[src/rtl/jaq_pkg.sv]
`default_nettype none
package jaq_pkg;

	localparam int MAX_BUTTONS_DEF = 16;

	localparam int AXIS_W     = 16;
	localparam int BUTTON_W   = 16;
	localparam int TIME_W     = 32;
	localparam int DELAY_W    = 16;
	localparam int COUNT_W    = 5;
	localparam int KIND_W     = 2;
	localparam int DIR_W      = 4;
	localparam int IDX_W      = 4;
	localparam int CODE_W     = 7;
	localparam int CFG_IDX_W  = 3;
	localparam int CFG_DATA_W = 16;

	localparam logic signed [AXIS_W-1:0] AXIS_HIGH = 16'sd16384;
	localparam logic signed [AXIS_W-1:0] AXIS_LOW  = -16'sd16384;

	localparam logic [DIR_W-1:0] DIR_CENTER = 4'd4;

	localparam logic [KIND_W-1:0] EV_NONE = 2'd0;
	localparam logic [KIND_W-1:0] EV_DIR  = 2'd1;
	localparam logic [KIND_W-1:0] EV_BTN  = 2'd2;

	localparam logic [CFG_IDX_W-1:0] REG_ENABLED         = 3'd0;
	localparam logic [CFG_IDX_W-1:0] REG_BUTTON_COUNT    = 3'd1;
	localparam logic [CFG_IDX_W-1:0] REG_FIRST_DELAY     = 3'd2;
	localparam logic [CFG_IDX_W-1:0] REG_REPEAT_INTERVAL = 3'd3;
	localparam logic [CFG_IDX_W-1:0] REG_BUTTON_DELAY    = 3'd4;

	localparam logic [COUNT_W-1:0] RST_BUTTON_COUNT    = 5'd16;
	localparam logic [DELAY_W-1:0] RST_FIRST_DELAY     = 16'd100;
	localparam logic [DELAY_W-1:0] RST_REPEAT_INTERVAL = 16'd60;
	localparam logic [DELAY_W-1:0] RST_BUTTON_DELAY    = 16'd300;

	typedef struct packed {
		logic signed [AXIS_W-1:0] x_axis;
		logic signed [AXIS_W-1:0] y_axis;
		logic [BUTTON_W-1:0]      buttons;
		logic [TIME_W-1:0]        now_ms;
	} poll_t;

	typedef struct packed {
		logic [KIND_W-1:0] event_kind;
		logic [DIR_W-1:0]  direction;
		logic [IDX_W-1:0]  button_index;
		logic [CODE_W-1:0] button_code;
	} result_t;

	typedef struct packed {
		logic             fire;
		logic [DIR_W-1:0] direction;
	} dir_evt_t;

	typedef struct packed {
		logic              hit;
		logic [IDX_W-1:0]  index;
		logic [CODE_W-1:0] code;
	} btn_evt_t;

	function automatic logic [1:0] zone_of(input logic signed [AXIS_W-1:0] s);
		logic [1:0] z;
		if (s > AXIS_HIGH) begin
			z = 2'd2;
		end else if (s > AXIS_LOW) begin
			z = 2'd1;
		end else begin
			z = 2'd0;
		end
		return z;
	endfunction

	// elapsed time read as signed, must be positive and past the delay
	function automatic logic expired(input logic [TIME_W-1:0] now,
			input logic [TIME_W-1:0] start, input logic [DELAY_W-1:0] delay);
		logic [TIME_W-1:0] diff;
		diff = now - start;
		return !diff[TIME_W-1] && (diff > {{(TIME_W-DELAY_W){1'b0}}, delay});
	endfunction

	function automatic logic [CODE_W-1:0] code_of(input logic [IDX_W-1:0] i);
		logic [CODE_W-1:0] c;
		case (i)
			4'd0:    c = 7'h66;
			4'd1:    c = 7'h20;
			4'd2:    c = 7'h2B;
			4'd3:    c = 7'h2D;
			4'd4:    c = 7'h2F;
			4'd5:    c = 7'h2A;
			4'd6:    c = 7'h2F;
			4'd7:    c = 7'h2A;
			4'd8:    c = 7'h76;
			4'd9:    c = 7'h4F;
			default: c = '0;
		endcase
		return c;
	endfunction

endpackage
`default_nettype wire

[src/rtl/jaq_if.sv]
`default_nettype none
interface jaq_poll_if;
	import jaq_pkg::*;
	logic  valid;
	logic  ready;
	poll_t data;
	modport source(output valid, output data, input ready);
	modport sink(input valid, input data, output ready);
endinterface

interface jaq_result_if;
	import jaq_pkg::*;
	logic    valid;
	logic    ready;
	result_t data;
	modport source(output valid, output data, input ready);
	modport sink(input valid, input data, output ready);
endinterface
`default_nettype wire

[src/rtl/jaq_dir.sv]
`default_nettype none
module jaq_dir (
	input  wire logic                           clk,
	input  wire logic                           arst_n,
	input  wire logic                           commit,
	input  wire logic signed [jaq_pkg::AXIS_W-1:0] x_axis,
	input  wire logic signed [jaq_pkg::AXIS_W-1:0] y_axis,
	input  wire logic [jaq_pkg::TIME_W-1:0]     now_ms,
	input  wire logic [jaq_pkg::DELAY_W-1:0]    first_delay,
	input  wire logic [jaq_pkg::DELAY_W-1:0]    repeat_interval,
	output jaq_pkg::dir_evt_t                   evt
);
	import jaq_pkg::*;

	logic [DIR_W-1:0]   last_dir_q;
	logic [TIME_W-1:0]  dir_start_q;
	logic               repeating_q;

	logic [1:0]         zx;
	logic [1:0]         zy;
	logic [DIR_W-1:0]   dir;
	logic               changed;
	logic               timed_out;
	logic [DELAY_W-1:0] delay;

	always_comb begin
		zx        = zone_of(x_axis);
		zy        = zone_of(y_axis);
		dir       = {2'b00, zx} + {2'b00, zy} + {1'b0, zy, 1'b0};
		changed   = dir != last_dir_q;
		delay     = repeating_q ? repeat_interval : first_delay;
		timed_out = expired(now_ms, dir_start_q, delay);
		evt.direction = dir;
		evt.fire      = (changed || timed_out) && (dir != DIR_CENTER);
	end

	always_ff @(posedge clk or negedge arst_n) begin
		if (!arst_n) begin
			last_dir_q  <= DIR_CENTER;
			dir_start_q <= '0;
			repeating_q <= 1'b0;
		end else if (commit) begin
			if (changed) begin
				last_dir_q  <= dir;
				dir_start_q <= now_ms;
				repeating_q <= 1'b0;
			end else if (timed_out) begin
				dir_start_q <= now_ms;
				repeating_q <= 1'b1;
			end
		end
	end

endmodule
`default_nettype wire

[src/rtl/jaq_btn.sv]
`default_nettype none
module jaq_btn #(
	parameter int MAX_BUTTONS = jaq_pkg::MAX_BUTTONS_DEF
) (
	input  wire logic                          clk,
	input  wire logic                          arst_n,
	input  wire logic                          commit,
	input  wire logic [jaq_pkg::BUTTON_W-1:0]  buttons,
	input  wire logic [jaq_pkg::TIME_W-1:0]    now_ms,
	input  wire logic [jaq_pkg::COUNT_W-1:0]   button_count,
	input  wire logic [jaq_pkg::DELAY_W-1:0]   button_delay,
	output jaq_pkg::btn_evt_t                  evt
);
	import jaq_pkg::*;

	logic                  prev_q [MAX_BUTTONS];
	logic [TIME_W-1:0]     start_q [MAX_BUTTONS];

	logic [MAX_BUTTONS-1:0] level;
	logic [MAX_BUTTONS-1:0] fire;
	logic [MAX_BUTTONS-1:0] upd;

	// all lanes in parallel, lowest hitting lane wins and masks those above
	always_comb begin
		logic              below;
		logic [CODE_W-1:0] code;
		below = 1'b0;
		evt   = '0;
		for (int i = 0; i < MAX_BUTTONS; i++) begin
			level[i] = (i < BUTTON_W) ? buttons[IDX_W'(i)] : 1'b0;
			code     = (i < BUTTON_W) ? code_of(IDX_W'(i)) : '0;
			fire[i]  = level[i] && ((level[i] != prev_q[i]) ||
				expired(now_ms, start_q[i], button_delay));
			upd[i]   = (COUNT_W'(i) < button_count) && !below;
			if (upd[i] && fire[i] && (code != '0)) begin
				below     = 1'b1;
				evt.hit   = 1'b1;
				evt.index = IDX_W'(i);
				evt.code  = code;
			end
		end
	end

	always_ff @(posedge clk or negedge arst_n) begin
		if (!arst_n) begin
			for (int i = 0; i < MAX_BUTTONS; i++) begin
				prev_q[i]  <= 1'b0;
				start_q[i] <= '0;
			end
		end else if (commit) begin
			for (int i = 0; i < MAX_BUTTONS; i++) begin
				if (upd[i]) begin
					prev_q[i] <= level[i];
					if (fire[i]) begin
						start_q[i] <= now_ms;
					end
				end
			end
		end
	end

endmodule
`default_nettype wire

[src/rtl/joystick_autorepeat_qualifier_unit.sv]
// channel   dir  beat fields                                   handshake
// poll      in   x_axis, y_axis, buttons, now_ms               valid / ready
// result    out  event_kind, direction, button_index, code     valid / ready
// cfg       in   cfg_index, cfg_data                           cfg_we, no stall
//
// a poll beat is held in the input register, then is qualified and
// lands in the result register; one beat per cycle unless result stalls
// qualifier state updates as a beat moves on
// result stall holds the result register, the input register still takes one beat
// arst_n restores register defaults, center direction and released buttons
`default_nettype none
module joystick_autorepeat_qualifier_unit #(
	parameter int MAX_BUTTONS = jaq_pkg::MAX_BUTTONS_DEF
) (
	input  wire logic                            clk,
	input  wire logic                            arst_n,
	input  wire logic                            cfg_we,
	input  wire logic [jaq_pkg::CFG_IDX_W-1:0]   cfg_index,
	input  wire logic [jaq_pkg::CFG_DATA_W-1:0]  cfg_data,
	jaq_poll_if.sink                             poll,
	jaq_result_if.source                         result
);
	import jaq_pkg::*;

	logic               enabled_q;
	logic [COUNT_W-1:0] button_count_q;
	logic [DELAY_W-1:0] first_delay_q;
	logic [DELAY_W-1:0] repeat_interval_q;
	logic [DELAY_W-1:0] button_delay_q;

	logic    valid_s1;
	poll_t   poll_s1;
	logic    res_valid_q;
	result_t res_q;

	logic     advance;
	logic     commit_dir;
	logic     commit_btn;
	dir_evt_t dir_evt;
	btn_evt_t btn_evt;
	result_t  res_next;

	always_ff @(posedge clk or negedge arst_n) begin
		if (!arst_n) begin
			enabled_q         <= 1'b1;
			button_count_q    <= RST_BUTTON_COUNT;
			first_delay_q     <= RST_FIRST_DELAY;
			repeat_interval_q <= RST_REPEAT_INTERVAL;
			button_delay_q    <= RST_BUTTON_DELAY;
		end else if (cfg_we) begin
			case (cfg_index)
				REG_ENABLED:         enabled_q         <= cfg_data[0];
				REG_BUTTON_COUNT:    button_count_q    <= cfg_data[COUNT_W-1:0];
				REG_FIRST_DELAY:     first_delay_q     <= cfg_data[DELAY_W-1:0];
				REG_REPEAT_INTERVAL: repeat_interval_q <= cfg_data[DELAY_W-1:0];
				REG_BUTTON_DELAY:    button_delay_q    <= cfg_data[DELAY_W-1:0];
				default: ;
			endcase
		end
	end

	assign advance    = valid_s1 && (!res_valid_q || result.ready);
	assign poll.ready = !valid_s1 || advance;
	assign commit_dir = advance && enabled_q;
	assign commit_btn = commit_dir && !dir_evt.fire;

	always_ff @(posedge clk or negedge arst_n) begin
		if (!arst_n) begin
			valid_s1 <= 1'b0;
		end else if (poll.ready) begin
			valid_s1 <= poll.valid;
		end
	end

	always_ff @(posedge clk) begin
		if (poll.valid && poll.ready) begin
			poll_s1 <= poll.data;
		end
	end

	jaq_dir u_dir (
		.clk             (clk),
		.arst_n          (arst_n),
		.commit          (commit_dir),
		.x_axis          (poll_s1.x_axis),
		.y_axis          (poll_s1.y_axis),
		.now_ms          (poll_s1.now_ms),
		.first_delay     (first_delay_q),
		.repeat_interval (repeat_interval_q),
		.evt             (dir_evt)
	);

	jaq_btn #(
		.MAX_BUTTONS (MAX_BUTTONS)
	) u_btn (
		.clk          (clk),
		.arst_n       (arst_n),
		.commit       (commit_btn),
		.buttons      (poll_s1.buttons),
		.now_ms       (poll_s1.now_ms),
		.button_count (button_count_q),
		.button_delay (button_delay_q),
		.evt          (btn_evt)
	);

	always_comb begin
		res_next = '0;
		if (enabled_q) begin
			if (dir_evt.fire) begin
				res_next.event_kind = EV_DIR;
				res_next.direction  = dir_evt.direction;
			end else if (btn_evt.hit) begin
				res_next.event_kind   = EV_BTN;
				res_next.button_index = btn_evt.index;
				res_next.button_code  = btn_evt.code;
			end
		end
	end

	always_ff @(posedge clk or negedge arst_n) begin
		if (!arst_n) begin
			res_valid_q <= 1'b0;
		end else if (advance) begin
			res_valid_q <= 1'b1;
		end else if (result.ready) begin
			res_valid_q <= 1'b0;
		end
	end

	always_ff @(posedge clk) begin
		if (advance) begin
			res_q <= res_next;
		end
	end

	assign result.valid = res_valid_q;
	assign result.data  = res_q;

endmodule
`default_nettype wire

[src/flat_wrapper.sv]
// flat-port wrapper written by rule: the top's interface ports become plain ports
module joystick_autorepeat_qualifier_unit_flat import jaq_pkg::*;
#(
	parameter int MAX_BUTTONS = jaq_pkg::MAX_BUTTONS_DEF
)
  (clk, arst_n, cfg_we, cfg_index, cfg_data, poll_valid, poll_data, poll_ready, result_valid, result_data, result_ready);
  jaq_poll_if poll_i ();
  jaq_result_if result_i ();
  input  wire logic clk;
  input  wire logic arst_n;
  input  wire logic cfg_we;
  input  wire logic [jaq_pkg::CFG_IDX_W-1:0] cfg_index;
  input  wire logic [jaq_pkg::CFG_DATA_W-1:0] cfg_data;
  input wire logic [$bits(poll_i.valid)-1:0] poll_valid;
  input wire logic [$bits(poll_i.data)-1:0] poll_data;
  output wire logic [$bits(poll_i.ready)-1:0] poll_ready;
  output wire logic [$bits(result_i.valid)-1:0] result_valid;
  output wire logic [$bits(result_i.data)-1:0] result_data;
  input wire logic [$bits(result_i.ready)-1:0] result_ready;
  assign poll_i.valid = poll_valid;
  assign poll_i.data = poll_data;
  assign poll_ready = poll_i.ready;
  assign result_valid = result_i.valid;
  assign result_data = result_i.data;
  assign result_i.ready = result_ready;
  joystick_autorepeat_qualifier_unit #(.MAX_BUTTONS(MAX_BUTTONS)) u_core (.clk(clk), .arst_n(arst_n), .cfg_we(cfg_we), .cfg_index(cfg_index), .cfg_data(cfg_data), .poll(poll_i), .result(result_i));
endmodule
[config.mk]
export PLATFORM = sky130hd
export DESIGN_NAME = joystick_autorepeat_qualifier_unit_flat
export DESIGN_NICKNAME = d
export VERILOG_FILES = /design/src/rtl/jaq_pkg.sv /design/src/rtl/jaq_if.sv /design/src/rtl/jaq_dir.sv /design/src/rtl/jaq_btn.sv /design/src/rtl/joystick_autorepeat_qualifier_unit.sv /design/src/flat_wrapper.sv
export SDC_FILE = /design/constraint.sdc
export NUM_CORES = 1
export LEC_CHECK = 0
export BUFFER_PORTS_ARGS = -buffer_cell sky130_fd_sc_hd__buf_2
export CAP_MARGIN = 10
export CORE_UTILIZATION = 63
export CTS_CLUSTER_DIAMETER = 40
export DETAILED_ROUTE_END_ITERATION = 10
export PLACE_DENSITY = 0.81
export SETUP_SLACK_MARGIN = 0.5
export SLEW_MARGIN = 25
export SYNTH_ARGS = -nofsm -noshare
export SYNTH_HDL_FRONTEND = slang
export SYNTH_HIERARCHICAL = 1
export SYNTH_SLANG_ARGS = --single-unit
export TNS_END_PERCENT = 1
[constraint.sdc]
create_clock -name clk -period 8.6 [get_ports clk]
set_clock_uncertainty 0.1 [all_clocks]
set_input_delay 1.29 -clock clk [delete_from_list [all_inputs] [get_ports clk]]
set_output_delay 1.29 -clock clk [all_outputs]
set_load 0.005 [all_outputs]
# Word-level counts from Yosys, hierarchy flattened
# Index checks and enable logic that the tools add are counted.
# word_totals
reg_bits,446
input_bits,104
elab_cells,212
# op_classes
add_sub_neg,11
n_lt_le_gt_ge,21
eq_ne,14
muxes,28
bitwise,2
reduce_logical,98
# ops
operator,count
$gt A32 B16 Y1,9
$sub A32 B32 Y32,9
$mux W12,8
$mux W32,2
$logic_and A1 B1 Y1,37
$gt A16 B15 Y1 const B,2
$gt A16 B16 Y1 const B,2
$reduce_and A2 Y1,16
$reduce_and A3 Y1,8
$lt A3 B5 Y1 const A,4
$logic_not A1 Y1,19
$mux W16,1
$mux W1,14
$logic_or A1 B1 Y1,11
$lt A1 B5 Y1 const A,2
$lt A2 B5 Y1 const A,2
$reduce_or A10 Y1,1
$ne A1 B1 Y1,8
$eq A3 B2 Y1 const B,2
$mux W2,3
$add A3 B3 Y4,1
$ne A4 B3 Y1 const B,1
$ne A4 B4 Y1,1
$reduce_bool A2 Y1,2
8 further kinds,9

# Depth between registers and ports, before layout
# depth
ltp_word,37
mapped_depth,31

# Hierarchy
# The synthesis kept the hierarchy.
# modules_own_cells
module,instances,cells_each,area_each_um2,seq_area_each_um2
jaq_btn,1,3320,28089.4,6606.3
joystick_autorepeat_qualifier_unit,1,243,5311.3,4330.4
jaq_dir,1,624,5043.6,927.1

# Least setup slack after synthesis
# OpenSTA, ideal clock, no wires.
# synth_timing
kind,register to register
start,reg u_core/poll_s1[1] (netlist name)
end,"reg u_core.res_q, in the netlist u_core/result.data[0], data pin"
t_arrival_ns,5.928
t_required_ns,8.245
slack_ns,2.317
path_stages_with_launch,26
path_buffers,2
cell_sequence,edfxtp_1 ha_1 nor2b_1 o31a_1 o31ai_1 nor2b_1 nor2_1 o21ai_0 o21bai_1 a21oi_1 xnor2_1 ha_1 nand4_1 nor4_1 a22oi_1 a2111o_1 a2111o_1 nor4_1 a211o_1 a211oi_2 o31ai_1 nand2_1 buf_4 and3b_1 clkbuf_1 and2_1
# synth_rtl
element,line,text
from (decl),joystick_autorepeat_qualifier_unit.sv:32,poll_t poll_s1;
from (signal assigned),joystick_autorepeat_qualifier_unit.sv:77,poll_s1 <= poll.data;
to (signal assigned),joystick_autorepeat_qualifier_unit.sv:132,res_q <= res_next;
to (decl),joystick_autorepeat_qualifier_unit.sv:34,result_t res_q;

# Worst setup path after layout
# layout_timing
start,reg u_core/poll_s1[0] (netlist name)
end,"reg u_core.res_q, in the netlist u_core/result.data[3], data pin"
# layout_via
elab_chain_cells,37
# layout_rtl
element,line,text
$sub A32 B32 Y32,jaq_pkg.sv:79,diff = now - start;
$gt A32 B16 Y1 / $logic_not A1 Y1 (equally long branches),jaq_pkg.sv:80,"return !diff[TIME_W-1] && (diff > {{(TIME_W-DELAY_W){1'b0}}, delay});"
$logic_and A1 B1 Y1,jaq_pkg.sv:80,
$logic_or A1 B1 Y1,jaq_btn.sv:32,fire[i] = level[i] && ((level[i] != prev_q[i]) ||
$logic_and A1 B1 Y1,jaq_btn.sv:32,
$logic_and A1 B1 Y1,jaq_btn.sv:35,if (upd[i] && fire[i] && (code != '0)) begin
$mux W1,jaq_btn.sv:35,
$logic_not A1 Y1,jaq_btn.sv:34,upd[i] = (COUNT_W'(i) < button_count) && !below;
(+21 left out),--,
$logic_and A1 B1 Y1,jaq_btn.sv:35,
$mux W1,jaq_btn.sv:35,
$logic_not A1 Y1,jaq_btn.sv:34,
$logic_and A1 B1 Y1,jaq_btn.sv:34,
$logic_and A1 B1 Y1,jaq_btn.sv:35,
$mux W12,jaq_btn.sv:35,
$not A1 Y1 (no source line),--,
$reduce_or A3 Y1 (no source line),--,
# Parallel ways exist; a longest one is shown, timed or not.
# A chain may end at the register's enable or synchronous reset.

==> impl_results.md <==
- Post-CTS setup buffer count: 0
- CTS resizes: 0
- Wire per inst: approximately 22 µm
- Area used by multi-input combinational logic: 24600 µm²
- Worst VDD drop: between 0.2 and 0.3 mV
- Cell Rows: 89
- Grt ovf: 0
- Largest net degree at the start of global routing: 154
- IO Count: 123
- Most frequent cells in the layout: ha_1 (425), inv_1 (382), dfrtp_1 (343)
- Setup TNS: 0 ns
- Req. time, crit path: roughly 9.0 ns
- Reg area: about 12000 µm²
- Share of cells above drive strength 1: 16.5%
- Outcome: finished clean
- Fin crit share: ~88%
- Vias in the first global route: between 30000 and 40000
- Final net count: 4868
- Crit-path leading delay family: simple AND/OR/NAND/NOR gates
- Fill cells: about 4500
- Post-route ant nets: 0
- Worst Path Max Fanout: 13
- Synth Area per Inst: 9.14 µm²
- GP Congestion: roughly 0.97
- CP peak stage delay: about 0.76 ns
- Least-Margin Pin Slew: approximately 1.1 ns
- RSZ-0062 raised after global routing: no
- Final worst slack: around 1.1 ns
- Setup Viol. Count Final: 0
- Critical path startpoint category: flop
- Drt pass-1 iters: 6
- DRT Wirelength: 113 mm
- Port buffer count: between 100 and 150
- Clock Latency Late Sink: between 0.6 and 0.7 ns
- Tot GR Track Use: a little over a third
- Cell mode on critical path: nand2_1
- P&R area growth vs syn: 11.5%
- Htree depth: 3
- Buf/Inv on CP: 2
- WP data arrival: ~8 ns
- Num CTS Buffers: 84
- Worst slack, placed: 1.24 ns
- Starting Density: 64.2%
- Via/cell ratio: roughly 6.5
- FMAX: 0.133 GHz
- Relative slew slack: around 28%
- Hold Crit Start: u_core/u_btn/start_q[314]
- Slew Viols, Final: 0
- Total number of vias: 33776
- Synthesized area: ~38000 µm²
- CTS tree: built
- Worst setup EP type: flop
- Worst min-delay path class: reg -> reg
- Global-route wire length before repair: ~170 mm
- Min Tclk post-route: between 7 and 8 ns
- Area of the die: between 60000 and 70000 µm²
- Maximum buffer depth of the clock tree: 3
- Most common cell after layout, fill and taps aside: ha_1
- Critical R2R Launch: u_core/poll_s1[0]
- Worst-path clk slew: 0.06 ns
- Core outline area: roughly 59000 µm²
- Root Driver: clkbuf_16
- Final HPWL DP: about 80 mm
- Initial antenna violation count: 9
- Synth Instances: roughly 4200
- Static Leakage: ~19 nW
- Worst setup startpoint: u_core/poll_s1[0]
- Clock Sinks: 446
- Kind of critical path: reg -> reg
- Drt first-iter violations: 2823
- DRC errors left: 0
- Die width: ~250 µm
- Slowest stage cell, crit path: nor4_4
- Hold Buf Count CTS: 0
- Power density over cell area: 311 nW/µm²
- Max cap viols: 0
- Synth Warn #: 6
- Fin. Hold Viols: 0
- Die Ht: roughly 250 µm
layout make-up:
class	instances	area share, %
sequential	446	27.3
antenna	7	0.0411
multi-input combinational	3225	57.7
clock buffer	96	5.19
inverter	384	3.38
timing repair buffer	187	2.68
clock inverter	61	1.50
tap	773	2.27
sequential cells by signal (all words and copies together), names as in the netlist, 8 cells and up:
name / count
u_core/button_delay_q: 16
u_core/first_delay_q: 16
u_core/poll_s1: 72
u_core/repeat_interval_q: 16
u_core/result.data: 17
u_core/u_btn/prev_q: 8
u_core/u_btn/start_q: 256
u_core/u_dir/dir_start_q: 32
power breakdown:
part           switching (mW)  internal, mW  leakage, nW  total, mW
registers               0.288          2.67         5.42       2.95
clock network            1.27          2.03         1.38       3.30
logic                    4.12          2.88         12.0       6.99
through the flow:
| stage | hold WS (ns) | total power [mW] | instance area [µm²] | utilization (%) | cells |
|---|---|---|---|---|---|
| floorplan | 0.354 | 8.09 | 38200 | - | 4180 |
| global placement | 0.376 | 9.50 | 39700 | 66.8 | 5015 |
| detailed placement | 0.386 | 9.69 | 39700 | 66.8 | 5015 |
| CTS | 0.400 | 13.1 | 42600 | 71.6 | 5172 |
| global route | 0.408 | 14.1 | 42600 | 71.7 | 5177 |
| finish | 0.399 | 13.2 | 42600 | 71.7 | 5179 |
routing by layer:
metal	track usage [%]	vias up	wire, µm
met4	19.9	2	6910
met5	0	-	15
met2	58.9	1364	51200
li1	-	15764	-
met1	45.5	16285	45700
met3	8.07	361	9430
worst paths after layout:
path / depth (start not counted) / slack (ns) / endpoint
max reg2reg: 26 / 1.07 / u_core/result.data[3]
min: 1 / 0.40 / u_core/u_btn/start_q[314]
min in group asynchronous: 1 / 0.62 / u_core/u_btn/start_q[370]
min reg2reg: 1 / 0.40 / u_core/u_btn/start_q[314]
max in group asynchronous: 2 / 6.43 / u_core/u_btn/start_q[407]
max: 26 / 1.07 / u_core/result.data[3]
No activity file was read; power rests on OpenSTA's default activity.
